==> src/sv/ats_pkg.sv <==
// Shared types, constants and codes for the angle to scroll accumulator.
package ats_pkg;

  localparam int ANGLE_BITS_DEF = 12;
  localparam int ANGLE_IN_W     = 12;
  localparam int LEVEL_W        = 8;
  localparam int AMOUNT_W       = 13;
  localparam int CFG_IDX_W      = 2;
  localparam int CFG_DATA_W     = LEVEL_W;

  localparam logic [LEVEL_W-1:0] LEVEL_FIRST_RST  = LEVEL_W'(16);
  localparam logic [LEVEL_W-1:0] LEVEL_SECOND_RST = LEVEL_W'(8);

  localparam logic [CFG_IDX_W-1:0] REG_LEVEL_FIRST  = CFG_IDX_W'(0);
  localparam logic [CFG_IDX_W-1:0] REG_LEVEL_SECOND = CFG_IDX_W'(1);

  localparam logic MODE_ANGLE  = 1'b0;
  localparam logic MODE_BUTTON = 1'b1;

  typedef enum logic [2:0] {
    ST_IDLE,
    ST_SUM,
    ST_LOAD,
    ST_DIV,
    ST_FIX
  } ats_state_t;

  typedef struct packed {
    logic take;
    logic add;
    logic load;
    logic step;
    logic emit;
  } ats_cmd_t;

  typedef struct packed {
    logic primed;
    logic d_zero;
    logic div_last;
    logic q_zero;
    logic out_free;
  } ats_status_t;

endpackage

==> src/sv/ats_ctrl.sv <==
// Controller state machine: request intake, residue update, divide sequencing, result hand-off.
module ats_ctrl (
  input  logic                clk,
  input  logic                rst_n,
  input  logic                in_valid,
  input  logic                in_mode,
  output logic                in_ready,
  input  ats_pkg::ats_status_t status,
  output ats_pkg::ats_cmd_t    cmd
);

  ats_pkg::ats_state_t state_r, state_nxt;

  always_ff @(posedge clk) begin
    if (!rst_n) begin
      state_r <= ats_pkg::ST_IDLE;
    end else begin
      state_r <= state_nxt;
    end
  end

  always_comb begin
    state_nxt = state_r;
    case (state_r)
      ats_pkg::ST_IDLE: begin
        if (in_valid && in_mode == ats_pkg::MODE_ANGLE && status.primed) begin
          state_nxt = ats_pkg::ST_SUM;
        end
      end
      ats_pkg::ST_SUM: begin
        state_nxt = status.d_zero ? ats_pkg::ST_IDLE : ats_pkg::ST_LOAD;
      end
      ats_pkg::ST_LOAD: begin
        state_nxt = ats_pkg::ST_DIV;
      end
      ats_pkg::ST_DIV: begin
        if (status.div_last) begin
          state_nxt = ats_pkg::ST_FIX;
        end
      end
      ats_pkg::ST_FIX: begin
        // hold here while a nonzero result waits for the previous one to be taken
        if (status.q_zero || status.out_free) begin
          state_nxt = ats_pkg::ST_IDLE;
        end
      end
      default: begin
        state_nxt = ats_pkg::ST_IDLE;
      end
    endcase
  end

  always_comb begin
    in_ready = 1'b0;
    cmd      = '0;
    case (state_r)
      ats_pkg::ST_IDLE: begin
        in_ready = 1'b1;
        cmd.take = in_valid;
      end
      ats_pkg::ST_SUM: begin
        cmd.add = !status.d_zero;
      end
      ats_pkg::ST_LOAD: begin
        cmd.load = 1'b1;
      end
      ats_pkg::ST_DIV: begin
        cmd.step = 1'b1;
      end
      ats_pkg::ST_FIX: begin
        cmd.emit = !status.q_zero && status.out_free;
      end
      default: begin
        in_ready = 1'b0;
      end
    endcase
  end

endmodule

==> src/sv/ats_datapath.sv <==
// Datapath: angle state, wrapped difference, residue, restoring divider and output register.
module ats_datapath #(
  parameter int ANGLE_BITS = ats_pkg::ANGLE_BITS_DEF
) (
  input  logic                                  clk,
  input  logic                                  rst_n,
  input  logic                                  in_mode,
  input  logic [ats_pkg::ANGLE_IN_W-1:0]        in_angle,
  input  logic                                  in_button_level,
  input  logic                                  cfg_we,
  input  logic [ats_pkg::CFG_IDX_W-1:0]         cfg_index,
  input  logic [ats_pkg::CFG_DATA_W-1:0]        cfg_wdata,
  input  logic                                  out_ready,
  output logic                                  out_valid,
  output logic signed [ats_pkg::AMOUNT_W-1:0]   out_scroll_amount,
  input  ats_pkg::ats_cmd_t                     cmd,
  output ats_pkg::ats_status_t                  status
);

  localparam int RES_W     = ANGLE_BITS + 2;
  localparam int MAG_W     = ANGLE_BITS + 1;
  localparam int CNT_W     = $clog2(MAG_W);
  localparam int LW        = ats_pkg::LEVEL_W;
  localparam int AW        = ats_pkg::AMOUNT_W;
  localparam int HALF_TURN = 1 << (ANGLE_BITS - 1);
  localparam int FULL_TURN = 1 << ANGLE_BITS;
  localparam logic signed [RES_W-1:0] HALF_S = RES_W'(HALF_TURN);
  localparam logic signed [RES_W-1:0] FULL_S = RES_W'(FULL_TURN);

  logic [LW-1:0]              level_first_r, level_first_nxt;
  logic [LW-1:0]              level_second_r, level_second_nxt;
  logic [ANGLE_BITS-1:0]      prev_angle_r, prev_angle_nxt;
  logic                       primed_r, primed_nxt;
  logic                       last_button_r, last_button_nxt;
  logic                       level_select_r, level_select_nxt;
  logic signed [RES_W-1:0]    residue_r, residue_nxt;
  logic signed [RES_W-1:0]    d_r, d_nxt;
  logic                       sign_r, sign_nxt;
  logic [MAG_W-1:0]           quo_r, quo_nxt;
  logic [LW-1:0]              rem_r, rem_nxt;
  logic [LW-1:0]              ticks_r, ticks_nxt;
  logic [CNT_W-1:0]           cnt_r, cnt_nxt;
  logic                       out_valid_r, out_valid_nxt;
  logic [AW-1:0]              out_amount_r, out_amount_nxt;

  logic [ANGLE_BITS+ats_pkg::ANGLE_IN_W-1:0] angle_ext;
  logic [ANGLE_BITS-1:0]      angle_use;
  logic signed [RES_W-1:0]    diff_raw;
  logic signed [RES_W-1:0]    diff_wrap;
  logic signed [RES_W-1:0]    res_abs;
  logic [LW-1:0]              ticks_sel;
  logic [LW:0]                trial;
  logic [LW:0]                trial_sub;
  logic signed [MAG_W:0]      q_signed;
  logic [MAG_W+AW:0]          q_ext;
  logic signed [RES_W-1:0]    rem_ext;

  always_comb begin
    angle_ext = {{ANGLE_BITS{1'b0}}, in_angle};
    angle_use = angle_ext[ANGLE_BITS-1:0];
    diff_raw  = $signed({2'b00, angle_use}) - $signed({2'b00, prev_angle_r});
    if (diff_raw > HALF_S) begin
      diff_wrap = diff_raw - FULL_S;
    end else if (diff_raw < -HALF_S) begin
      diff_wrap = diff_raw + FULL_S;
    end else begin
      diff_wrap = diff_raw;
    end
    res_abs   = residue_r[RES_W-1] ? -residue_r : residue_r;
    ticks_sel = level_select_r ? level_second_r : level_first_r;
    if (ticks_sel == '0) begin
      ticks_sel = LW'(1);
    end
    trial     = {rem_r, quo_r[MAG_W-1]};
    trial_sub = trial - {1'b0, ticks_r};
    q_signed  = sign_r ? -$signed({1'b0, quo_r}) : $signed({1'b0, quo_r});
    q_ext     = {{AW{q_signed[MAG_W]}}, q_signed};
    rem_ext   = $signed({{(RES_W-LW){1'b0}}, rem_r});
  end

  always_comb begin
    level_first_nxt  = level_first_r;
    level_second_nxt = level_second_r;
    prev_angle_nxt   = prev_angle_r;
    primed_nxt       = primed_r;
    last_button_nxt  = last_button_r;
    level_select_nxt = level_select_r;
    residue_nxt      = residue_r;
    d_nxt            = d_r;
    sign_nxt         = sign_r;
    quo_nxt          = quo_r;
    rem_nxt          = rem_r;
    ticks_nxt        = ticks_r;
    cnt_nxt          = cnt_r;
    out_valid_nxt    = out_valid_r && !out_ready;
    out_amount_nxt   = out_amount_r;

    if (cfg_we) begin
      case (cfg_index)
        ats_pkg::REG_LEVEL_FIRST:  level_first_nxt  = cfg_wdata[LW-1:0];
        ats_pkg::REG_LEVEL_SECOND: level_second_nxt = cfg_wdata[LW-1:0];
        default: begin
          // drop writes beyond the register list
        end
      endcase
    end

    if (cmd.take) begin
      if (in_mode == ats_pkg::MODE_BUTTON) begin
        if (in_button_level && !last_button_r) begin
          level_select_nxt = !level_select_r;
        end
        last_button_nxt = in_button_level;
      end else begin
        prev_angle_nxt = angle_use;
        primed_nxt     = 1'b1;
        d_nxt          = diff_wrap;
      end
    end

    if (cmd.add) begin
      residue_nxt = residue_r + d_r;
    end

    if (cmd.load) begin
      sign_nxt  = residue_r[RES_W-1];
      quo_nxt   = res_abs[MAG_W-1:0];
      rem_nxt   = '0;
      ticks_nxt = ticks_sel;
      cnt_nxt   = CNT_W'(MAG_W - 1);
    end

    if (cmd.step) begin
      if (!trial_sub[LW]) begin
        rem_nxt = trial_sub[LW-1:0];
        quo_nxt = {quo_r[MAG_W-2:0], 1'b1};
      end else begin
        rem_nxt = trial[LW-1:0];
        quo_nxt = {quo_r[MAG_W-2:0], 1'b0};
      end
      cnt_nxt = cnt_r - CNT_W'(1);
    end

    if (cmd.emit) begin
      // remainder keeps the sign of the residue under truncating division
      residue_nxt    = sign_r ? -rem_ext : rem_ext;
      out_valid_nxt  = 1'b1;
      out_amount_nxt = q_ext[AW-1:0];
    end
  end

  always_ff @(posedge clk) begin
    if (!rst_n) begin
      level_first_r  <= ats_pkg::LEVEL_FIRST_RST;
      level_second_r <= ats_pkg::LEVEL_SECOND_RST;
      prev_angle_r   <= '0;
      primed_r       <= 1'b0;
      last_button_r  <= 1'b0;
      level_select_r <= 1'b0;
      residue_r      <= '0;
      out_valid_r    <= 1'b0;
    end else begin
      level_first_r  <= level_first_nxt;
      level_second_r <= level_second_nxt;
      prev_angle_r   <= prev_angle_nxt;
      primed_r       <= primed_nxt;
      last_button_r  <= last_button_nxt;
      level_select_r <= level_select_nxt;
      residue_r      <= residue_nxt;
      out_valid_r    <= out_valid_nxt;
    end
  end

  always_ff @(posedge clk) begin
    d_r          <= d_nxt;
    sign_r       <= sign_nxt;
    quo_r        <= quo_nxt;
    rem_r        <= rem_nxt;
    ticks_r      <= ticks_nxt;
    cnt_r        <= cnt_nxt;
    out_amount_r <= out_amount_nxt;
  end

  always_comb begin
    status.primed   = primed_r;
    status.d_zero   = (d_r == '0);
    status.div_last = (cnt_r == '0);
    status.q_zero   = (quo_r == '0);
    status.out_free = !out_valid_r || out_ready;
  end

  assign out_valid         = out_valid_r;
  assign out_scroll_amount = $signed(out_amount_r);

endmodule

==> src/sv/angle_to_scroll_accumulator.sv <==
// Top level of the angle to scroll accumulator: controller and datapath.
//
// Input channel (in_valid/in_ready): one request is an angle sample
// (in_mode 0, in_angle) or a sensitivity button poll (in_mode 1,
// in_button_level). Output channel (out_valid/out_ready): one signed,
// nonzero scroll amount per angle sample whose quotient is nonzero.
// Configuration: cfg_we with cfg_index 0 writes level_first, index 1
// level_second; other indexes are dropped. Write only while idle.
// Sequence: button polls and the first (priming) angle sample finish at
// intake. Every later angle sample runs through intake, residue add,
// divider load, ANGLE_BITS + 1 steps of the one-bit-per-cycle restoring
// divider, and result hand-off. A zero difference finishes at the residue
// add step and skips the divider and the hand-off.
// The result sits in an output register, so the next request is taken
// while it waits. A stalled receiver holds a later result in the hand-off
// step and blocks further intake until the register frees up.
// Reset (synchronous, rst_n low) clears the angle state, residue, button
// history and level choice, and restores both levels (16 and 8).
module angle_to_scroll_accumulator #(
  parameter int ANGLE_BITS = ats_pkg::ANGLE_BITS_DEF
) (
  input  logic                                clk,
  input  logic                                rst_n,
  input  logic                                in_valid,
  output logic                                in_ready,
  input  logic                                in_mode,
  input  logic [ats_pkg::ANGLE_IN_W-1:0]      in_angle,
  input  logic                                in_button_level,
  output logic                                out_valid,
  input  logic                                out_ready,
  output logic signed [ats_pkg::AMOUNT_W-1:0] out_scroll_amount,
  input  logic                                cfg_we,
  input  logic [ats_pkg::CFG_IDX_W-1:0]       cfg_index,
  input  logic [ats_pkg::CFG_DATA_W-1:0]      cfg_wdata
);

  ats_pkg::ats_cmd_t    cmd;
  ats_pkg::ats_status_t status;

  ats_ctrl u_ctrl (
    .clk      (clk),
    .rst_n    (rst_n),
    .in_valid (in_valid),
    .in_mode  (in_mode),
    .in_ready (in_ready),
    .status   (status),
    .cmd      (cmd)
  );

  ats_datapath #(
    .ANGLE_BITS (ANGLE_BITS)
  ) u_datapath (
    .clk               (clk),
    .rst_n             (rst_n),
    .in_mode           (in_mode),
    .in_angle          (in_angle),
    .in_button_level   (in_button_level),
    .cfg_we            (cfg_we),
    .cfg_index         (cfg_index),
    .cfg_wdata         (cfg_wdata),
    .out_ready         (out_ready),
    .out_valid         (out_valid),
    .out_scroll_amount (out_scroll_amount),
    .cmd               (cmd),
    .status            (status)
  );

endmodule

==> config.mk <==
export PLATFORM = sky130hd
export DESIGN_NAME = angle_to_scroll_accumulator
export DESIGN_NICKNAME = d
export VERILOG_FILES = /design/src/sv/ats_pkg.sv /design/src/sv/ats_ctrl.sv /design/src/sv/ats_datapath.sv /design/src/sv/angle_to_scroll_accumulator.sv
export SDC_FILE = /design/constraint.sdc
export NUM_CORES = 1
export LEC_CHECK = 0
export ABC_AREA = 1
export BUFFER_PORTS_ARGS = -buffer_cell sky130_fd_sc_hd__buf_4
export CAP_MARGIN = 20
export CORE_ASPECT_RATIO = 1.1
export CORE_MARGIN = 4
export CORE_UTILIZATION = 62
export DETAILED_ROUTE_END_ITERATION = 10
export PLACE_DENSITY = 0.81
export REMOVE_ABC_BUFFERS = 1
export SYNTH_ARGS = -nofsm -noshare
export SYNTH_HDL_FRONTEND = slang
export SYNTH_SLANG_ARGS = --single-unit
==> constraint.sdc <==
create_clock -name clk -period 2.85 [get_ports clk]
set_input_delay 0.57 -clock clk [delete_from_list [all_inputs] [get_ports clk]]
set_output_delay 0.57 -clock clk [all_outputs]
set_load 0.03 [all_outputs]
==> impl_metrics.csv, run 1 <==
group,metric,value,unit
route,drcViolationCount,0,
logic_synthesis,synth_edf_count,61,
cts,post-cts-setup-buffer-count,0,
sta,tns,0,ns
pwr,leakage,3.512,nW
route,drt-vias-per-instance,5.486,
global_route,groute.usage.overall,22.82,%
critical_path,cp-start-kind,"flop",
sta,hold_viol_final,0,
floorplanning,die_area,0.01275,mm2
logic_synthesis,syn_area_per_cell,7.692,um2
floorplanning,num_rows,39,
route,drtIter0Drc,353,
flow_run,drv_cap,0,
cts,numCtsBuffers,9,
sta,period_minus_slack,2.405,ns
sta,slew_violations,0,
cts,cts_hold_buf,0,
logic_synthesis,syn_inst,887,
logic_synthesis,synth_area_leaders,"edfxtp_1, dfxtp_1, nand2_1",
place,dp_cells,1058,
global_route,grt_pass1_wl,23720,um
place,place_congestion,0.9052,
cells_and_area,fin_cells,1074,
cells_and_area,num_antenna_cells,0,
route,drtPass1Iterations,5,
cells_and_area,finish.utilization,71.42,%
cells_and_area,layout.nets,995,
cts,cts_sinks,110,
sta,rsz0062_at_grt,"false",
logic_synthesis,netlist.area_leader.share,26.85,%
logic_synthesis,ys_ff_latch,110,
cts,cts_buffer_depth,2,
logic_synthesis,synth_ff_type,"edfxtp_1",
critical_path,crit_arrival,2.53,ns
critical_path,worstRegToRegCells,10,
cts,htreeDepth,3,
worst_hold_path,whs_path_depth,3,
critical_path,rrSetupSlack,0.45,ns
critical_path,path_max_fanout,11,
outcome,status,"completed",
route,wl,14310,um
pwr,power.total,6.821,mW
route,vias,5892,
pwr,ir_drop,0.4798,mV
sta,finalClockSkew,0.01070,ns
cts,clock_latency,0.36,ns
cts,cts_resized,0,
sta,max_slew.worst_pin.slew,0.5512,ns
logic_synthesis,yosysMostFrequentCell,"nand2_1",
logic_synthesis,synth.cell_area,0.006823,mm2
critical_path,required,2.97,ns
sta,setup_violations,0,
worst_hold_path,hp-class,"in -> reg",
global_route,grt_pass1_vias,5526,
logic_synthesis,ys_top_cells_by_count,"nand2_1, inv_1, nor2_1",
sta,fmaxAchievable,415.8,MHz
logic_synthesis,yosysTopAreaCell,"edfxtp_1",
logic_synthesis,synth-warning-count,0,
route,ant_nets,0,
logic_synthesis,yosysSeqAreaShare,41.23,%
sta,period_share,84.38,%
global_route,grt_remaining_overflow,0,
global_route,grt_start_max_net_pins,46,
cells_and_area,syn_to_final_growth,10.84,%
floorplanning,io_pins,44,
place,port_buffers,43,
floorplanning,core-area,0.01059,mm2
floorplanning,start_util,64.43,%
cts,cts-root-buf,"clkbuf_16",
floorplanning,die_w,108.0,um
critical_path,worstSetupPathType,"reg -> reg",
route,wl_per_cell,13.32,um
cells_and_area,layout-drive-gt1-share,10.96,%
critical_path,crit_path_end_kind,"flop",
sta,max-slew-margin-rel,63.20,%
logic_synthesis,synth_cell_types,43,
cts,path_clk_slew,0.08,ns
cts,cts_tree,"done",
floorplanning,die_y,118.0,um
sta,whs,0.4102,ns
place,dpl.hpwl,10790,um
pwr,powerDensity,901.9,mW/mm2
logic_synthesis,synth-async-reset-ratio,0,%
global_route,grt_antenna_before_repair,0,
per-layer routing:
metal / routed length (um) / global-route usage, %
met2: 7150 / 40.12
met1: 5938 / 27.25
met3: 817 / 3.675
met5: 0 / 0
met4: 405 / 9.629
cells in the final DEF (no fill, tap or decap), types with 10 or more instances in the layout:
| cell | netlist | layout |
|---|---|---|
| a21oi_1 | 51 | 51 |
| inv_1 | 127 | 127 |
| o21ai_0 | 77 | 77 |
| clkbuf_16 | 0 | 10 |
| xor2_1 | 28 | 28 |
| nand4_1 | 10 | 10 |
| edfxtp_1 | 61 | 61 |
| buf_4 | 0 | 45 |
| nor2_1 | 115 | 114 |
| dfxtp_1 | 49 | 49 |
| nand3_1 | 48 | 48 |
| ha_1 | 37 | 37 |
| nand2_1 | 180 | 180 |
critical path: stages, from the launching register on:
cell      delay (ns)
edfxtp_1        0.35
inv_1           0.09
ha_1            0.21
fa_1            0.43
o21ai_2         0.27
nand2_2         0.08
nand3_2         0.12
xor2_2          0.40
nand2_1         0.10
nand2_1         0.09
nor2_1          0.04
sequential cells by signal, indices dropped and copies added (netlist names):
register / flops
u_datapath.residue_r: 14
u_datapath.ticks_r: 8
u_datapath.prev_angle_r: 12
u_datapath.out_scroll_amount: 13
u_datapath.quo_r: 13
u_datapath.cnt_r: 4
u_datapath.level_second_r: 8
u_datapath.sign_r: 1
u_datapath.level_first_r: 8
u_ctrl.state_r: 3
u_datapath.rem_r: 8
u_datapath.primed_r: 1
u_datapath.level_select_r: 1
u_datapath.d_r: 14
u_datapath.out_valid: 1
u_datapath.last_button_r: 1
path summary, 6_finish.rpt:
check | start | end
worst min register to register | u_datapath.level_second_r[1] | u_datapath.level_second_r[1]
worst min-delay path | cfg_wdata[4] | u_datapath.level_first_r[4]
worst max register to register | u_datapath.quo_r[12] | u_datapath.rem_r[1]
worst max-delay path | u_datapath.quo_r[12] | u_datapath.rem_r[1]
layout make-up:
type	instances	area, um2
clock buffer	10	250.2
clock inverter	6	58.81
fill	846	3027
inverter	132	495.5
multi-input combinational	628	3428
sequential	110	2813
tap	143	178.9
timing repair buffer	45	337.8
power breakdown:
| part | switching, mW | total, mW | internal [mW] |
|---|---|---|---|
| registers | 0.346 | 2.52 | 2.18 |
| clock network | 0.611 | 1.28 | 0.669 |
| logic | 1.93 | 3.02 | 1.09 |
per-stage QoR:
step / setup slack, ns / instance area [um2]
6_report: 0.4452 / 7562
3_3_place_gp: 0.2381 / 7253
5_1_grt: 0.2590 / 7562
4_1_cts: 0.4541 / 7562
2_1_floorplan: 0.4602 / 6734
3_5_place_dp: 0.1891 / 7253
cells by family (layout without fill, tap and decap cells):
family          after synthesis  in the layout  synth area share (%)
simple gates                397            397                 25.58
compound gates              155            155                 12.12
buf+inv                     149            193                 8.564
flops                       110            110                 41.23
fa+ha+maj                    40             40                 7.665
xor+xnor                     36             36                 4.841
Power figures use the tool's default switching activity.
==> run 2: changes to the inputs <==
Clock period 2.85 ns to 2.3 ns, I/O delays scaled along.
==> impl_metrics.csv, run 2 (synthesis gave the netlist of run 1 again) <==
group,metric,value,unit
cells_and_area,reg_top3,"u_datapath.d_r: 14 flops, u_datapath.residue_r: 14 flops",
flow_run,drv_cap,0,
floorplanning,start_util,64.43,%
sta,fmaxAchievable,461.2,MHz
pwr,leakage,3.591,nW
route,ant_nets,0,
sta,period_minus_slack,2.168,ns
cells_and_area,layout.nets,1010,
cells_and_area,final_common_cell,"nand2_1",
critical_path,rrSetupSlack,0.13,ns
critical_path,path_max_fanout,11,
floorplanning,die_w,108.0,um
place,pre_cts_slack,-0.1974,ns
floorplanning,num_rows,39,
critical_path,worstRegToRegCells,10,
critical_path,cp-start-kind,"flop",
sta,rsz0062_at_grt,"false",
global_route,grt_antenna_before_repair,0,
cts,cts-root-buf,"clkbuf_16",
global_route,grt_util_met2,42.81,%
cts,numCtsBuffers,9,
critical_path,crit_path_end_kind,"flop",
worst_hold_path,whs_path_depth,3,
pwr,power.total,8.702,mW
global_route,grt-busiest-layer,"met2",
route,drt-vias-per-instance,5.504,
place,place_congestion,0.9156,
route,wl,14750,um
route,wl_per_cell,13.55,um
global_route,grt_pass1_vias,5692,
cts,path_clk_slew,0.08,ns
sta,period_share,94.26,%
cells_and_area,final_cell_mix,"nand2_1, inv_1, nor2_1",
cts,cts_buffer_depth,2,
cells_and_area,num_antenna_cells,0,
cts,clock_latency,0.37,ns
cts,cts_tree,"done",
place,port_buffers,43,
floorplanning,die_y,118.0,um
pwr,ir_drop,0.5273,mV
sta,finalClockSkew,0.005996,ns
route,drtIter0Drc,371,
pwr,powerDensity,1125,mW/mm2
sta,finalWorstSetupSlack,0.1319,ns
sta,slew_violations,0,
outcome,status,"completed",
sta,max-slew-margin-rel,63.24,%
sta,max_slew.worst_pin.slew,0.5507,ns
global_route,grt_start_max_net_pins,46,
sta,setup_violations,0,
global_route,use_met3,3.785,%
global_route,grt_remaining_overflow,0,
cts,cts_hold_buf,0,
floorplanning,core-area,0.01059,mm2
sta,hold_viol_final,0,
critical_path,crit_arrival,2.28,ns
route,drcViolationCount,0,
global_route,grt_util_met1,27.73,%
global_route,grt_pass1_wl,24550,um
critical_path,required,2.42,ns
route,vias,5994,
cts,cts_sinks,110,
floorplanning,die_area,0.01275,mm2
global_route,groute.usage.overall,23.64,%
cells_and_area,syn_to_final_growth,13.35,%
floorplanning,io_pins,44,
place,dpl.hpwl,10990,um
critical_path,worstSetupPathType,"reg -> reg",
cells_and_area,layout-drive-gt1-share,13.00,%
cts,htreeDepth,3,
route,drtPass1Iterations,5,
worst_hold_path,hp-class,"in -> reg",
run 2: stage by stage:
stage | hold slack [ns] | util, % | area [um2] | std cells | setup TNS [ns]
final | 0.2980 | 73.04 | 7734 | 1089 | 0
after global routing | 0.3092 | 73.04 | 7734 | 1089 | 0
after CTS | 0.3053 | 72.60 | 7687 | 1088 | 0
after detailed placement | 0.4499 | 69.49 | 7358 | 1072 | -0.3896
after global placement | 0.4370 | 69.49 | 7358 | 1072 | -0.3351
after floorplan | 0.4214 | - | 6734 | 870 | 0
run 2: cell type report:
type | instances | area [um2]
multi-input combinational | 628 | 3462
fill | 835 | 2855
sequential | 110 | 2814
inverter | 132 | 495.5
timing repair buffer | 60 | 454.2
clock buffer | 11 | 275.3
tap | 143 | 178.9
clock inverter | 5 | 53.80
run 2: routing by layer:
metal | share of wire (%) | wire length (um)
met5 | 0 | 0
met4 | 2.2 | 326
met3 | 5.9 | 864
met2 | 51 | 7583
met1 | 41 | 5979
run 2: report_power, final:
group	internal [mW]	total [mW]	switching, mW
clock	0.894	1.68	0.782
sequential	2.70	3.08	0.384
combinational	1.46	3.94	2.48
total	5.05	8.70	3.65
run 2: worst paths after layout:
| kind | from | to |
|---|---|---|
| max | u_datapath.quo_r[12] | u_datapath.rem_r[2] |
| min | cfg_wdata[4] | u_datapath.level_first_r[4] |
| max reg2reg | u_datapath.quo_r[12] | u_datapath.rem_r[2] |
| min reg2reg | u_datapath.prev_angle_r[5] | u_datapath.prev_angle_r[5] |
run 2: repair_timing:
| item | 4_1_cts | 5_1_grt |
|---|---|---|
| endpoints found under the setup margin | 0 | 10 |
| endpoints found under the hold margin | 0 | 0 |
| setup buffers | 0 | 1 |
| gates resized for setup | 0 | 10 |
run 2: worst max-delay path: stages, from the launching register on:
cell	delay, ns
edfxtp_1	0.36
inv_1	0.09
ha_1	0.23
fa_2	0.38
o21ai_2	0.19
nand2_2	0.07
nand3_2	0.14
xor2_2	0.08
buf_6	0.14
o21ai_1	0.15
nor2_1	0.08
==> run 3: changes to the inputs <==
Settings changed: CELL_PAD_IN_SITES_DETAIL_PLACEMENT set to 0, CELL_PAD_IN_SITES_GLOBAL_PLACEMENT set to 1, CORE_UTILIZATION 62 to 46, CTS_BUF_LIST set to sky130_fd_sc_hd__clkbuf_8 sky130_fd_sc_hd__clkbuf_16, PLACE_DENSITY 0.81 to not set, PLACE_DENSITY_LB_ADDON set to 0.1.
==> impl_metrics.csv, run 3 (synthesis gave the netlist of run 1 again) <==
group,metric,value,unit
outcome,status,"completed",
cts,path_clk_slew,0.07,ns
route,vias,5695,
critical_path,crit_path_end_kind,"flop",
cells_and_area,final_common_cell,"nand2_1",
sta,max_slew.worst_pin.slew,0.5634,ns
sta,fmaxAchievable,462.4,MHz
global_route,grt_antenna_before_repair,0,
pwr,powerDensity,1092,mW/mm2
route,drtPass1Iterations,5,
floorplanning,die_w,124.1,um
pwr,ir_drop,0.4327,mV
critical_path,r2r_start,"u_datapath.quo_r[12]",
cts,htreeDepth,3,
cts,cts-root-buf,"clkbuf_16",
place,dpl.hpwl,11590,um
route,wl_met2,7479,um
floorplanning,die_area,0.01685,mm2
cts,numCtsBuffers,9,
place,port_buffers,43,
route,drtIter0Drc,269,
cts,cts_buffer_depth,2,
route,wl_met3,419,um
sta,slew_violations,0,
place,post_dp_cell_area,0.007435,mm2
critical_path,cp_slowest_cell,"edfxtp_1",
pwr,power_switching,3.491,mW
sta,max-slew-margin-rel,62.40,%
critical_path,crit_chain,"inv_1 > ha_1 > fa_2 > o21ai_2 > nand2_2 > nand3_2 > xor2_2 > buf_6 > nand2_1 > nand2_1 > nor2_1",
critical_path,required,2.42,ns
critical_path,cp-start-kind,"flop",
global_route,groute.usage.overall,18.77,%
critical_path,crit_top_cell,"nand2_1",
route,wl_per_cell,13.02,um
global_route,grt_remaining_overflow,0,
global_route,grt_pass1_wl,24980,um
floorplanning,io_pins,44,
critical_path,worstSetupPathType,"reg -> reg",
global_route,grt_pass1_vias,5391,
cells_and_area,fill_cells,1430,
cells_and_area,layout-drive-gt1-share,12.96,%
route,wl_met1,6733,um
cells_and_area,reg_top3,"u_datapath.d_r: 14 flops, u_datapath.residue_r: 14 flops",
route,drcViolationCount,0,
critical_path,path_max_fanout,11,
critical_path,crit_arrival,2.28,ns
pwr,power.total,8.487,mW
worst_hold_path,hp-start,"cfg_wdata[4]",
cells_and_area,syn_to_final_growth,13.90,%
sta,hold_viol_final,0,
global_route,grt_start_max_net_pins,26,
cells_and_area,ff_latch_area,0.002814,mm2
cts,clock_latency,0.36,ns
floorplanning,die_y,135.7,um
sta,period_share,94.02,%
floorplanning,core-area,0.01450,mm2
sta,finalClockSkew,0.008255,ns
cells_and_area,layout.nets,1013,
cells_and_area,num_antenna_cells,0,
place,place_congestion,0.8195,
critical_path,critPathMaxStageDelay,0.38,ns
cts,cts_tree,"done",
floorplanning,start_util,47.04,%
sta,setup_violations,0,
pwr,power.internal,4.996,mW
sta,period_minus_slack,2.163,ns
pwr,leakage,3.599,nW
route,wl,14850,um
critical_path,crit_path_start,"u_datapath.quo_r[12]",
route,ant_nets,0,
flow_run,drv_cap,0,
route,drt-vias-per-instance,4.991,
cells_and_area,fin_area,0.007771,mm2
pwr,switching_share,41.13,%
pwr,clockPowerShare,18.0,%
cells_and_area,multi_input_area,0.003456,mm2
floorplanning,num_rows,46,
pwr,comb_power_share,45.5,%
cells_and_area,final_cell_mix,"nand2_1, inv_1, nor2_1",
pwr,power_frac_seq,36.5,%
cts,cts_sinks,110,
worst_hold_path,hp-class,"in -> reg",
route,top_layer,"met4",
## run 3: cell count changes in the layout (fill, tap and decap cells not counted), sizes merged
cell / delta
buf: +3
clkinv: -1
inv: +1
## run 3: final timing paths
kind,endpoint,slack (ns),cells past startpoint
worst min register to register,u_datapath.prev_angle_r[9],0.46,2
worst max register to register,u_datapath.rem_r[0],0.14,11
worst min-delay path,u_datapath.level_first_r[4],0.32,3
worst max-delay path,u_datapath.rem_r[0],0.14,11
## run 3: power by group through the flow
stage | clock network [mW] | logic, mW | registers, mW
final | 1.53 | 3.86 | 3.10
after detailed placement | 0 | 3.80 | 3.13
after CTS | 1.56 | 3.83 | 3.09
after floorplan | 0 | 2.89 | 3.03
after global placement | 0 | 3.73 | 3.12
after global routing | 1.65 | 4.46 | 3.16
## run 3: worst max-delay path, delay by kind of cell (launching register included)
family	cells	cell delay, ns
AO/OA/AOI/OAI	1	0.20
XOR/XNOR	1	0.15
adder cells (fa/ha/maj)	2	0.59
buffers and inverters	2	0.27
flip-flops	1	0.38
AND/OR/NAND/NOR	5	0.34
## run 3: cell type report
class                           count  area share, %
Clock inverter                      5         0.3220
Tap cell                          192          3.091
Sequential cell                   110          36.21
Multi-Input combinational cell    628          44.47
Inverter                          132          6.376
Clock buffer                       11          3.397
Timing Repair Buffer               63          6.134
## run 3: what timing repair did
action,4_1_cts,5_1_grt
endpoints found under the setup margin,0,11
buffers inserted,0,2
hold buffers,0,0
gates resized for setup,0,10
## run 3: per-layer routing
layer	global-route usage [%]	vias to the layer above
met4	6.269	0
met5	0	-
met2	33.14	83
met1	23.39	2590
li1	-	3009
met3	2.590	13
## run 3: through the flow
| stage | hold slack (ns) | setup TNS [ns] | worst slack [ns] | util [%] | instances |
|---|---|---|---|---|---|
| 2_1_floorplan | 0.4214 | 0 | 0.005274 | - | 870 |
| 3_3_place_gp | 0.4411 | -0.4227 | -0.2115 | 51.26 | 1123 |
| 3_5_place_dp | 0.4450 | -0.4796 | -0.2405 | 51.26 | 1123 |
| 4_1_cts | 0.3079 | 0 | 0.03309 | 53.25 | 1139 |
| 5_1_grt | 0.3178 | -0.01889 | -0.009732 | 53.58 | 1141 |
| 6_report | 0.3236 | 0 | 0.1374 | 53.58 | 1141 |
